**config.mk**
```make
export PLATFORM = sky130hd
export DESIGN_NAME = record_deque_with_key_search_flat
export DESIGN_NICKNAME = d
export VERILOG_FILES = /design/src/sv/rdq_pkg.sv /design/src/sv/rdq_if.sv /design/src/sv/rdq_cell.sv /design/src/sv/record_deque_with_key_search.sv /design/src/flat_wrapper.sv
export SDC_FILE = /design/constraint.sdc
export NUM_CORES = 2
export LEC_CHECK = 0
export BUFFER_PORTS_ARGS = -buffer_cell sky130_fd_sc_hd__buf_2
export CAP_MARGIN = 20
export CELL_PAD_IN_SITES_DETAIL_PLACEMENT = 1
export CELL_PAD_IN_SITES_GLOBAL_PLACEMENT = 1
export CORE_ASPECT_RATIO = 0.5
export CORE_MARGIN = 4
export CORE_UTILIZATION = 45
export CTS_BUF_LIST = sky130_fd_sc_hd__clkbuf_4 sky130_fd_sc_hd__clkbuf_8
export CTS_CLUSTER_SIZE = 24
export DETAILED_ROUTE_END_ITERATION = 10
export PLACE_DENSITY_LB_ADDON = 0.25
export SLEW_MARGIN = 20
export SYNTH_ARGS = -nofsm -noshare
export SYNTH_HDL_FRONTEND = slang
export SYNTH_HIERARCHICAL = 1
export SYNTH_SLANG_ARGS = --single-unit
```
**constraint.sdc**
```tcl
create_clock -name clk -period 16.05 [get_ports clk]
set_clock_uncertainty 0.05 [all_clocks]
set_input_delay 1.605 -clock clk [delete_from_list [all_inputs] [get_ports clk]]
set_output_delay 1.605 -clock clk [all_outputs]
set_load 0.01 [all_outputs]
```
**src/sv/rdq_pkg.sv**
```systemverilog
// Shared types and codes for the record deque with key search.
`default_nettype none

package rdq_pkg;

    // operation codes on the request channel
    localparam logic [2:0] FUNC_INS_FRONT = 3'd0;
    localparam logic [2:0] FUNC_INS_BACK  = 3'd1;
    localparam logic [2:0] FUNC_REM_FRONT = 3'd2;
    localparam logic [2:0] FUNC_REM_BACK  = 3'd3;
    localparam logic [2:0] FUNC_SEARCH    = 3'd4;
    localparam logic [2:0] FUNC_CLEAR     = 3'd5;

    // status codes on the response channel
    localparam logic [1:0] STAT_DONE  = 2'd0;
    localparam logic [1:0] STAT_EMPTY = 2'd1;
    localparam logic [1:0] STAT_FULL  = 2'd2;
    localparam logic [1:0] STAT_MISS  = 2'd3;

    localparam int unsigned ENTRY_COUNT_W = 5;

    typedef struct packed {
        logic signed [31:0] key;
        logic [63:0]        name_low;
        logic [15:0]        name_high;
        logic [31:0]        price;
    } record_t;

    // what a cell loads at the next edge
    typedef enum logic [1:0] {
        CELL_HOLD  = 2'd0,
        CELL_NEW   = 2'd1,
        CELL_LEFT  = 2'd2,
        CELL_RIGHT = 2'd3
    } cell_mode_t;

endpackage

`default_nettype wire

```
**src/sv/rdq_if.sv**
```systemverilog
// Request and response channel interfaces of the record deque.
`default_nettype none

interface rdq_req_if;
    logic               valid;
    logic               ready;
    logic [2:0]         func;
    logic signed [31:0] key;
    logic [63:0]        name_low;
    logic [15:0]        name_high;
    logic [31:0]        price_bits;

    modport source (output valid, func, key, name_low, name_high, price_bits, input ready);
    modport sink   (input valid, func, key, name_low, name_high, price_bits, output ready);
endinterface

interface rdq_rsp_if;
    logic               valid;
    logic               ready;
    logic [1:0]         status;
    logic signed [31:0] found_key;
    logic [63:0]        found_name_low;
    logic [15:0]        found_name_high;
    logic [31:0]        found_price;
    logic [4:0]         entry_count;

    modport source (output valid, status, found_key, found_name_low, found_name_high,
                    found_price, entry_count, input ready);
    modport sink   (input valid, status, found_key, found_name_low, found_name_high,
                    found_price, entry_count, output ready);
endinterface

`default_nettype wire

```
**src/sv/rdq_cell.sv**
```systemverilog
// One record cell of the deque chain.
`default_nettype none

module rdq_cell
    import rdq_pkg::*;
(
    input  wire logic       clk,
    input  wire cell_mode_t mode,
    input  wire record_t    new_rec,
    input  wire record_t    left_rec,
    input  wire record_t    right_rec,
    output record_t         rec
);

    record_t rec_reg;

    always_ff @(posedge clk)
    begin
        case (mode)
            CELL_NEW:   rec_reg <= new_rec;
            CELL_LEFT:  rec_reg <= left_rec;
            CELL_RIGHT: rec_reg <= right_rec;
            default:    rec_reg <= rec_reg;
        endcase
    end

    assign rec = rec_reg;

endmodule

`default_nettype wire

```
**src/sv/record_deque_with_key_search.sv**
```systemverilog
// Top level: bounded record deque built as a chain of cells, with linear key search.
//
// Usage: each request transfer on req carries one operation (insert front, insert
// back, remove front, remove back, search by key, clear) and produces exactly one
// response transfer on rsp with status, the matched record and the count held.
// Records sit in a row of CAPACITY cells in list order, front in cell 0. Inserts
// at the front shift the row right, removals at the front shift it left, inserts
// at the back load the cell at the current count; removals at the back and clear
// only touch the count.
// Timing: insert, remove and clear answer in the cycle after the request transfer.
// A search on a non-empty list rotates the whole row through cell 0 in ST_SCAN,
// comparing one record a cycle, then loads the answer into the output register
// in ST_FINISH; the rotation through the cell ring bounds throughput.
// Sustained rate: one item per cycle for short operations while no response
// waits on rsp.ready; no new request is taken until a search has answered.
// Reset: count and control clear at once, the list is empty; cell contents are
// left as they are, only held cells are ever read.
// Stall: a finished response waits in the output register until rsp.ready; while
// it waits no new request is taken, and a finished search holds its answer.
`default_nettype none

module record_deque_with_key_search
    import rdq_pkg::*;
#(
    parameter int unsigned CAPACITY = 16
)
(
    input wire logic clk,
    input wire logic rst_n,
    rdq_req_if.sink   req,
    rdq_rsp_if.source rsp
);

    localparam int unsigned IDX_W = $clog2(CAPACITY);
    localparam int unsigned CNT_W = $clog2(CAPACITY + 1);

    typedef enum logic [2:0] {
        ST_IDLE   = 3'b001,
        ST_SCAN   = 3'b010,
        ST_FINISH = 3'b100
    } state_t;

    state_t             state_reg, state_next;
    logic [CNT_W-1:0]   count_reg, count_next;
    logic [IDX_W-1:0]   step_reg, step_next;
    logic               found_reg, found_next;
    logic               out_valid_reg, out_valid_next;
    logic signed [31:0] key_reg;
    record_t            found_rec_reg;
    logic [1:0]         status_reg;
    record_t            rsp_rec_reg;
    logic [CNT_W-1:0]   rsp_count_reg;

    cell_mode_t         mode [CAPACITY];
    record_t            cell_rec [CAPACITY];
    record_t            new_rec;

    logic               accept;
    logic               slot_free;
    logic               is_full;
    logic               is_empty;
    logic               scan_hit;
    logic               load_out;
    logic               use_found;
    logic [1:0]         status_next;

    assign new_rec = {req.key, req.name_low, req.name_high, req.price_bits};

    // the row of cells: left of cell 0 is the incoming record, right of the
    // last cell wraps to cell 0 so a full rotation restores the order
    for (genvar i = 0; i < CAPACITY; i++)
    begin : g_cell
        if (i == 0)
        begin : g_first
            rdq_cell u_cell (
                .clk       (clk),
                .mode      (mode[i]),
                .new_rec   (new_rec),
                .left_rec  (new_rec),
                .right_rec (cell_rec[(i + 1) % CAPACITY]),
                .rec       (cell_rec[i])
            );
        end
        else
        begin : g_rest
            rdq_cell u_cell (
                .clk       (clk),
                .mode      (mode[i]),
                .new_rec   (new_rec),
                .left_rec  (cell_rec[i - 1]),
                .right_rec (cell_rec[(i + 1) % CAPACITY]),
                .rec       (cell_rec[i])
            );
        end
    end

    assign slot_free = !out_valid_reg || rsp.ready;
    assign req.ready = (state_reg == ST_IDLE) && slot_free;
    assign accept    = req.valid && req.ready;
    assign is_full   = (count_reg == CNT_W'(CAPACITY));
    assign is_empty  = (count_reg == '0);

    // cell 0 holds list position step_reg during a scan; take the first hit
    assign scan_hit = !found_reg && (CNT_W'(step_reg) < count_reg)
                      && (cell_rec[0].key == key_reg);

    always_comb
    begin
        state_next  = state_reg;
        count_next  = count_reg;
        step_next   = step_reg;
        found_next  = found_reg;
        load_out    = 1'b0;
        use_found   = 1'b0;
        status_next = STAT_DONE;
        for (int i = 0; i < CAPACITY; i++)
        begin
            mode[i] = CELL_HOLD;
        end

        case (state_reg)
            ST_IDLE:
            begin
                if (accept)
                begin
                    load_out = 1'b1;
                    case (req.func)
                        FUNC_INS_FRONT:
                        begin
                            if (is_full)
                            begin
                                status_next = STAT_FULL;
                            end
                            else
                            begin
                                for (int i = 0; i < CAPACITY; i++)
                                begin
                                    mode[i] = CELL_LEFT;
                                end
                                count_next = count_reg + CNT_W'(1);
                            end
                        end
                        FUNC_INS_BACK:
                        begin
                            if (is_full)
                            begin
                                status_next = STAT_FULL;
                            end
                            else
                            begin
                                for (int i = 0; i < CAPACITY; i++)
                                begin
                                    if (IDX_W'(i) == count_reg[IDX_W-1:0])
                                    begin
                                        mode[i] = CELL_NEW;
                                    end
                                end
                                count_next = count_reg + CNT_W'(1);
                            end
                        end
                        FUNC_REM_FRONT:
                        begin
                            if (is_empty)
                            begin
                                status_next = STAT_EMPTY;
                            end
                            else
                            begin
                                for (int i = 0; i < CAPACITY; i++)
                                begin
                                    mode[i] = CELL_RIGHT;
                                end
                                count_next = count_reg - CNT_W'(1);
                            end
                        end
                        FUNC_REM_BACK:
                        begin
                            if (is_empty)
                            begin
                                status_next = STAT_EMPTY;
                            end
                            else
                            begin
                                count_next = count_reg - CNT_W'(1);
                            end
                        end
                        FUNC_SEARCH:
                        begin
                            if (is_empty)
                            begin
                                status_next = STAT_EMPTY;
                            end
                            else
                            begin
                                // answer comes from the scan instead
                                load_out   = 1'b0;
                                state_next = ST_SCAN;
                                step_next  = '0;
                                found_next = 1'b0;
                            end
                        end
                        FUNC_CLEAR:
                        begin
                            if (is_empty)
                            begin
                                status_next = STAT_EMPTY;
                            end
                            else
                            begin
                                count_next = '0;
                            end
                        end
                        default:
                        begin
                            status_next = STAT_DONE;
                        end
                    endcase
                end
            end
            ST_SCAN:
            begin
                // rotate the row one cell toward the front each cycle
                for (int i = 0; i < CAPACITY; i++)
                begin
                    mode[i] = CELL_RIGHT;
                end
                if (scan_hit)
                begin
                    found_next = 1'b1;
                end
                step_next = step_reg + IDX_W'(1);
                if (step_reg == IDX_W'(CAPACITY - 1))
                begin
                    state_next = ST_FINISH;
                end
            end
            ST_FINISH:
            begin
                if (slot_free)
                begin
                    load_out    = 1'b1;
                    use_found   = found_reg;
                    status_next = found_reg ? STAT_DONE : STAT_MISS;
                    state_next  = ST_IDLE;
                end
            end
            default:
            begin
                state_next = ST_IDLE;
            end
        endcase
    end

    assign out_valid_next = load_out ? 1'b1 : (rsp.ready ? 1'b0 : out_valid_reg);

    always_ff @(posedge clk or negedge rst_n)
    begin
        if (!rst_n)
        begin
            state_reg     <= ST_IDLE;
            count_reg     <= '0;
            step_reg      <= '0;
            found_reg     <= 1'b0;
            out_valid_reg <= 1'b0;
        end
        else
        begin
            state_reg     <= state_next;
            count_reg     <= count_next;
            step_reg      <= step_next;
            found_reg     <= found_next;
            out_valid_reg <= out_valid_next;
        end
    end

    // payload registers: capture search key, first hit and the response
    always_ff @(posedge clk)
    begin
        if (accept)
        begin
            key_reg <= req.key;
        end
        if (state_reg == ST_SCAN && scan_hit)
        begin
            found_rec_reg <= cell_rec[0];
        end
        if (load_out)
        begin
            status_reg    <= status_next;
            rsp_rec_reg   <= use_found ? found_rec_reg : '0;
            rsp_count_reg <= count_next;
        end
    end

    assign rsp.valid           = out_valid_reg;
    assign rsp.status          = status_reg;
    assign rsp.found_key       = rsp_rec_reg.key;
    assign rsp.found_name_low  = rsp_rec_reg.name_low;
    assign rsp.found_name_high = rsp_rec_reg.name_high;
    assign rsp.found_price     = rsp_rec_reg.price;
    assign rsp.entry_count     = ENTRY_COUNT_W'(rsp_count_reg);

`ifndef SYNTH
    a_count_bound: assert property (@(posedge clk) disable iff (!rst_n)
        count_reg <= CNT_W'(CAPACITY))
        else $error("held count above capacity");

    a_scan_blocks_req: assert property (@(posedge clk) disable iff (!rst_n)
        (state_reg != ST_IDLE) |-> !req.ready)
        else $error("request taken during a search");

    a_scan_steps: assert property (@(posedge clk) disable iff (!rst_n)
        (state_reg == ST_SCAN && step_reg != IDX_W'(CAPACITY - 1))
        |=> (state_reg == ST_SCAN && step_reg == $past(step_reg) + IDX_W'(1)))
        else $error("scan step did not advance");

    a_search_answers: assert property (@(posedge clk) disable iff (!rst_n)
        (state_reg == ST_FINISH && slot_free) |=> (rsp.valid && state_reg == ST_IDLE))
        else $error("finished search gave no response");
`endif

endmodule

`default_nettype wire
```
**src/flat_wrapper.sv**
```systemverilog
// flat-port wrapper written by rule: the top's interface ports become plain ports
module record_deque_with_key_search_flat import rdq_pkg::*;
#(
    parameter int unsigned CAPACITY = 16
)
  (clk, rst_n, req_valid, req_func, req_key, req_name_low, req_name_high, req_price_bits, req_ready, rsp_valid, rsp_status, rsp_found_key, rsp_found_name_low, rsp_found_name_high, rsp_found_price, rsp_entry_count, rsp_ready);
  rdq_req_if req_i ();
  rdq_rsp_if rsp_i ();
  input wire logic clk;
  input wire logic rst_n;
  input wire logic [$bits(req_i.valid)-1:0] req_valid;
  input wire logic [$bits(req_i.func)-1:0] req_func;
  input wire logic [$bits(req_i.key)-1:0] req_key;
  input wire logic [$bits(req_i.name_low)-1:0] req_name_low;
  input wire logic [$bits(req_i.name_high)-1:0] req_name_high;
  input wire logic [$bits(req_i.price_bits)-1:0] req_price_bits;
  output wire logic [$bits(req_i.ready)-1:0] req_ready;
  output wire logic [$bits(rsp_i.valid)-1:0] rsp_valid;
  output wire logic [$bits(rsp_i.status)-1:0] rsp_status;
  output wire logic [$bits(rsp_i.found_key)-1:0] rsp_found_key;
  output wire logic [$bits(rsp_i.found_name_low)-1:0] rsp_found_name_low;
  output wire logic [$bits(rsp_i.found_name_high)-1:0] rsp_found_name_high;
  output wire logic [$bits(rsp_i.found_price)-1:0] rsp_found_price;
  output wire logic [$bits(rsp_i.entry_count)-1:0] rsp_entry_count;
  input wire logic [$bits(rsp_i.ready)-1:0] rsp_ready;
  assign req_i.valid = req_valid;
  assign req_i.func = req_func;
  assign req_i.key = req_key;
  assign req_i.name_low = req_name_low;
  assign req_i.name_high = req_name_high;
  assign req_i.price_bits = req_price_bits;
  assign req_ready = req_i.ready;
  assign rsp_valid = rsp_i.valid;
  assign rsp_status = rsp_i.status;
  assign rsp_found_key = rsp_i.found_key;
  assign rsp_found_name_low = rsp_i.found_name_low;
  assign rsp_found_name_high = rsp_i.found_name_high;
  assign rsp_found_price = rsp_i.found_price;
  assign rsp_entry_count = rsp_i.entry_count;
  assign rsp_i.ready = rsp_ready;
  record_deque_with_key_search #(.CAPACITY(CAPACITY)) u_core (.clk(clk), .rst_n(rst_n), .req(req_i), .rsp(rsp_i));
endmodule
```
# --- Yosys cells after proc, flatten, opt, wreduce, memory -nomap -nowiden ---
# Index checks and enable logic that the tools add are counted.
word_totals:
  regBits: 2645
  in_bits: 151
classes:
  n_addsub: 3
  n_lt_le_gt_ge: 1
  n_eq_ne: 80
  muxes: 75
  n_reduce_logical: 36
op_table:
  columns: ["op", "count"]
  rows:
  - ["$pmux 144 s3", 15]
  - ["$pmux 144 s2", 1]
  - ["$mux 32", 4]
  - ["$pmux 32 s3", 1]
  - ["$eq 2x2->1 const B", 32]
  - ["$pmux 32 s2", 1]
  - ["$reduce_bool 3->1", 15]
  - ["$eq 2x1->1 const B", 16]
  - ["$eq 32x32->1", 1]
  - ["$eq 4x4->1 const A", 8]
  - ["$mux 1", 29]
  - ["$mux 5", 5]
  - ["$eq 3x4->1 const A", 4]
  - ["$mux 3", 5]
  - ["$pmux 5 s3", 1]
  - ["$mux 4", 3]
  - ["$reduce_and 5->1", 2]
  - ["$eq 3x2->1 const B", 3]
  - ["$eq 3x3->1 const B", 3]
  - ["$pmux 3 s3", 1]
  - ["$eq 2x4->1 const A", 2]
  - ["$mux 2", 4]
  - ["$ne 2x1->1 const B", 4]
  - ["$pmux 2 s2", 2]
  - ["other kinds (21)", 33]

# --- Depth between registers and ports, before layout ---
logic_depth:
  depth_word: 9
  mapped_depth: 13
  depth_no_buf: 9

# --- Hierarchy ---
# The synthesis kept the hierarchy.
modules_own_cells:
  columns: ["module", "n_inst", "cells_each", "area_per_inst_um2", "seq_area_each_um2"]
  rows:
  - ["rdq_cell", 16, 625, 7312.0, 4324.1]
  - ["record_deque_with_key_search", 1, 705, 12539.5, 10171.0]

# --- Worst setup path after synthesis ---
# OpenSTA, ideal clock, no wires.
synth_path:
  path_kind: "register to register"
  from: "reg u_core.count_reg[3]"
  to: "reg u_core/found_rec_reg[0] in the netlist's numbering, enable pin"
  setup_time_ns: 0.825
  arrival_ns: 11.121
  required_time_ns: 15.175
  slack_ns: 4.054
  stages_incl_launch_ff: 7
  n_path_buf: 1
  path_cell_list: "dfrtp_1 -> clkbuf_1 -> inv_1 -> ha_1 -> a2111oi_0 -> nand4_1 -> nor3_1"
synth_between:
  elab_chain_cells: 4
synth_rtl:
  columns: ["item", "line_no", "text"]
  rows:
  - ["start: declaration", "record_deque_with_key_search.sv:44", "logic [CNT_W-1:0] count_reg, count_next;"]
  - ["start signal: assignment", "record_deque_with_key_search.sv:269", "count_reg <= count_next;"]
  - ["$lt 4x5->1", "record_deque_with_key_search.sv:104", "assign scan_hit = !found_reg && (CNT_W'(step_reg) < count_reg)"]
  - ["$logic_and 1x1->1", "record_deque_with_key_search.sv:104", null]
  - ["$logic_and 1x1->1", "record_deque_with_key_search.sv:105", "&& (cell_rec[0].key == key_reg);"]
  - ["$logic_and 1x1->1", "record_deque_with_key_search.sv:283", "if (state_reg == ST_SCAN && scan_hit)"]
  - ["end signal: assignment", "record_deque_with_key_search.sv:285", "found_rec_reg <= cell_rec[0];"]
  - ["end: declaration", "record_deque_with_key_search.sv:49", "record_t found_rec_reg;"]
# No other way between the ends.
# A chain may end at the register's enable or synchronous reset.

# --- Worst setup path in the final report ---
layout_path:
  from: "reg u_core.count_reg[0]"
  to: "reg u_core.g_cell[6].g_rest.u_cell.rec_reg (netlist bit u_core/g_cell[6].g_rest.u_cell/rec[7]), data pin"
layout_between:
  elab_chain_cells: 8
  elab_cells_between_ends: 14
layout_rtl:
  columns: ["item", "line_no", "text"]
  rows:
  - ["$eq 3x4->1", "record_deque_with_key_search.sv:153", "if (IDX_W'(i) == count_reg[IDX_W-1:0])"]
  - ["$mux 1", "record_deque_with_key_search.sv:153", null]
  - ["$mux 32", "record_deque_with_key_search.sv:145", "if (is_full)"]
  - ["$pmux 32 s3 (*)", "record_deque_with_key_search.sv:127", "case (req.func)"]
  - ["$mux 32 (*)", "record_deque_with_key_search.sv:124", "if (accept)"]
  - ["$pmux 32 s2 (*)", "record_deque_with_key_search.sv:121", "case (state_reg)"]
  - ["$eq 2x2->1 or $eq 2x1->1 (tied branches)", "rdq_cell.sv:19", "case (mode)"]
  - ["$pmux 144 s3 (*)", "rdq_cell.sv:19", null]
  - ["end signal: assignment", "rdq_cell.sv:20", "CELL_NEW: rec_reg <= new_rec;"]
  - ["end signal: assignment", "rdq_cell.sv:21", "CELL_LEFT: rec_reg <= left_rec;"]
  - ["end signal: assignment", "rdq_cell.sv:22", "CELL_RIGHT: rec_reg <= right_rec;"]
  - ["end: declaration", "rdq_cell.sv:15", "record_t rec_reg;"]
# Every way passes the cells marked *; elsewhere a longest branch is shown, timed or not.

==> impl_results.md <==
* Run status: finished, final reports clean
* Endpoints failing hold at 0
* Max-slew violation count at 0
* Combinational share of power at 0.119
* Ports at 304
* Seq pwr share at 0.530
* CTS hold repair buffers at 0
* Peak supply drop at 72.4 µV
* Initial antenna violation count at 63
* Vias in the first global route at 88,400
* Std-Cell Rows at 138
* Distinct cells, synth at 55
* Core area at 0.285 mm²
* Number of synthesized flops with an enable pin at 2,631
* Power share of the clock group at 0.351
* CTS Buffer Depth at 4
* Sw Share at 0.274
* Class of the worst hold path: in2async
* GRT Residual Overflow at 0
* Setup TNS Final at 0 ps
* First-pass GRT wire length at 590,000 µm
* Routability congestion estimate at 0.758
* Async set or reset register ratio after synthesis at 0.00529
* Remaining DRCs at 0
* Die Ht at 387 µm
* Seq/Total Area, Yosys at 0.613
* Avg Cell Area, Syn at 12.1 µm²
* Via count at 87,300
* DRT antenna net count at 0
* H-tree Lvls at 5
* WP data required at 16,770 ps
* Mapped Area at 0.130 mm²
* Routed WL per cell at 27.2 µm
* Synthesis Warnings at 6
* Worst Reg2Reg Path Length in Cells at 12
* CTS clock-pin slew for the worst setup and hold paths at 70 ps
* Final min period at 7650 ps
* Main synth FF type: edfxtp_1
* Syn_nets at 10,900
* WS Path Type: reg2reg
* Root buffer cell: clkbuf_8
* Max reg flops at 2,160
* Fillers at 29,500
* Area growth, synth to finish at 8.53%
* Leakage at 0.0431 µW
* Tcrit/Tclk final at 0.477
* Fmax at 131 MHz
* Die width at 767 µm
* TritonCTS clock tree: done
* Worst-path maximum fanout at 111
* Post-layout util at 0.494
* IO Port Bufs at 303
* Power per cell area at 112 mW/mm²
* All-Layer GR Usage at 0.262
* Nets at 10,900
* Routed WL at 405,000 µm
* CP Data Arrival Time at 8370 ps
* Slew headroom at 0.130
* FF-to-FF Start: u_core/count_reg[0]$_DFF_PN0_
* Total CTS buffers at 404
* Total of max-cap violations at 0
* Die footprint at 0.297 mm²
* Sw Pwr at 4340 µW
* Pint at 11,500 µW
* Setup-failing EPs final at 0
* Via-per-instance ratio at 5.86
* Slew @ Worst Pin at 1300 ps
* Reg2reg setup slack at 8400 ps
* Post-DP HPWL at 213,000 µm
* Initial drt markers at 9,520
* CP startpoint kind: flip-flop
* Starting Density at 0.455
* Synthesized instance count at 10,700
* RSZ-0062 raised after global routing: false
* Setup Fix Bufs, Post-CTS at 0
* Post-CTS sizing at 0
* Critical Path End Type: flip-flop
* CTS Sinks at 2,645
* Worst-Skew Late Latency at 1050 ps
* Crit Reg-Reg Endpoint: u_core/g_cell[6].g_rest.u_cell/rec[7]$_DFFE_PP_
* Layout cells sized above 1 at 0.100
* FF+latch count, synth at 2,645
* Largest net degree at the start of global routing at 281
* Pre-antenna DRT Iters at 5
## cells by family after synthesis
group | share of synthesized area
flip-flops | 0.613
AND/OR/NAND/NOR | 0.0775
AO/OA/AOI/OAI | 0.0927
multiplexers | 0.178
buffers and inverters | 0.0358
XOR/XNOR | 0.00230
adder cells (fa/ha/maj) | 0.00106
## worst max-delay path: stages (launching register included)
cell     delay [ps]
dfrtp_1         540
inv_1           220
ha_1            360
nand3_1         510
a21oi_1         240
o31ai_4         200
buf_4           600
buf_4           720
buf_4           830
buf_4           870
buf_4           890
buf_4           930
a21oi_1         150
## power by group through the flow
stage	Clock (µW)	Combinational, µW	Sequential (µW)
after floorplan	0	1170	8470
after global placement	0	1780	8500
after detailed placement	0	1860	8510
after CTS	5680	1870	8370
after global routing	5990	2040	8410
final	5550	1880	8370
## how the worst max path moves through the flow
stage,startpoint,endpoint,slack [ps]
5_1_grt,u_core/count_reg[0]$_DFF_PN0_,u_core/g_cell[15].g_rest.u_cell/rec[9]$_DFFE_PP_,7790
3_5_place_dp,rsp_ready,u_core/g_cell[14].g_rest.u_cell/rec[11]$_DFFE_PP_,7460
3_3_place_gp,rsp_ready,u_core/g_cell[3].g_rest.u_cell/rec[12]$_DFFE_PP_,7590
6_report,u_core/count_reg[0]$_DFF_PN0_,u_core/g_cell[6].g_rest.u_cell/rec[7]$_DFFE_PP_,8400
2_1_floorplan,u_core/count_reg[3]$_DFF_PN0_,u_core/found_rec_reg[0]$_DFFE_PP_,4050
4_1_cts,u_core/count_reg[0]$_DFF_PN0_,u_core/g_cell[7].g_rest.u_cell/rec[10]$_DFFE_PP_,8480
## routing by layer
metal  up-vias  global-route usage  routed length (µm)
li1      39500                   -                   -
met1     44300               0.374              181000
met2      2811               0.425              189000
met3       586              0.0317               25100
met4         8              0.0682                9670
met5         -                   0                  61
## metrics by stage
stage                     cells  area [µm²]  hold WS (ps)  setup WS [ps]  power, µW
after detailed placement  14200      133000           426           7460      10400
final                     14900      141000           405           8400      15800
after global placement    14200      133000           422           7590      10300
after floorplan           10700      130000           399           4050       9650
after global routing      14900      141000           387           7790      16400
after CTS                 14900      140000           340           8480      15900
## synthesized netlist by cell type, drive strengths merged, types with 2 or more instances
cell type | number | area share
a21o | 2 | 0.00012
a21oi | 2322 | 0.090
a22oi | 3 | 0.00017
a31oi | 12 | 0.00058
and2 | 144 | 0.0070
and3 | 3 | 0.00014
buf | 426 | 0.025
clkbuf | 366 | 0.011
dfrtp | 13 | 0.0025
edfxtp | 2631 | 0.61
ha | 11 | 0.0011
inv | 9 | 0.00030
mux2i | 2304 | 0.18
nand2 | 11 | 0.00032
nand2b | 7 | 0.00036
nand3 | 6 | 0.00023
nand4 | 8 | 0.00043
nor2 | 2313 | 0.067
nor2b | 3 | 0.00014
nor3 | 5 | 0.00019
nor3b | 2 | 0.00015
nor4 | 6 | 0.00029
o21ai | 23 | 0.00089
o22ai | 2 | 0.000097
o31ai | 4 | 0.00023
o32ai | 2 | 0.00014
or2 | 17 | 0.00082
or3 | 2 | 0.000097
xnor2 | 20 | 0.0014
xor2 | 14 | 0.00095
## placed cells by master, fill, tap and decap left out, types with 6 or more instances in the layout
cell,n
edfxtp_1,2631
a31oi_1,12
mux2i_1,2304
xnor2_1,20
buf_12,22
inv_1,7
buf_2,303
nand3_1,6
clkinv_1,113
nand2b_1,6
xor2_1,14
o21ai_0,6
and2_1,144
a21oi_1,2320
clkinv_2,40
clkbuf_8,414
nand4_1,7
buf_6,6
diode_2,20
nor2_1,2311
clkbuf_4,129
buf_4,131
or2_4,16
dfrtp_1,13
nor4_1,6
o21ai_4,16
inv_6,6
ha_1,11
nand2_1,11
## final cells by class
cell class                      count  area [µm²]  area share
Clock buffer                      543        6670      0.0474
Clock inverter                    168         850     0.00604
Tap cell                         3780        4730      0.0336
Multi-Input combinational cell   7258       45800       0.326
Antenna cell                       20        50.0    0.000356
Inverter                           10        42.5    0.000303
Timing Repair Buffer              465        3090      0.0220
Sequential cell                  2645       79400       0.564
Power figures use the tool's default switching activity.
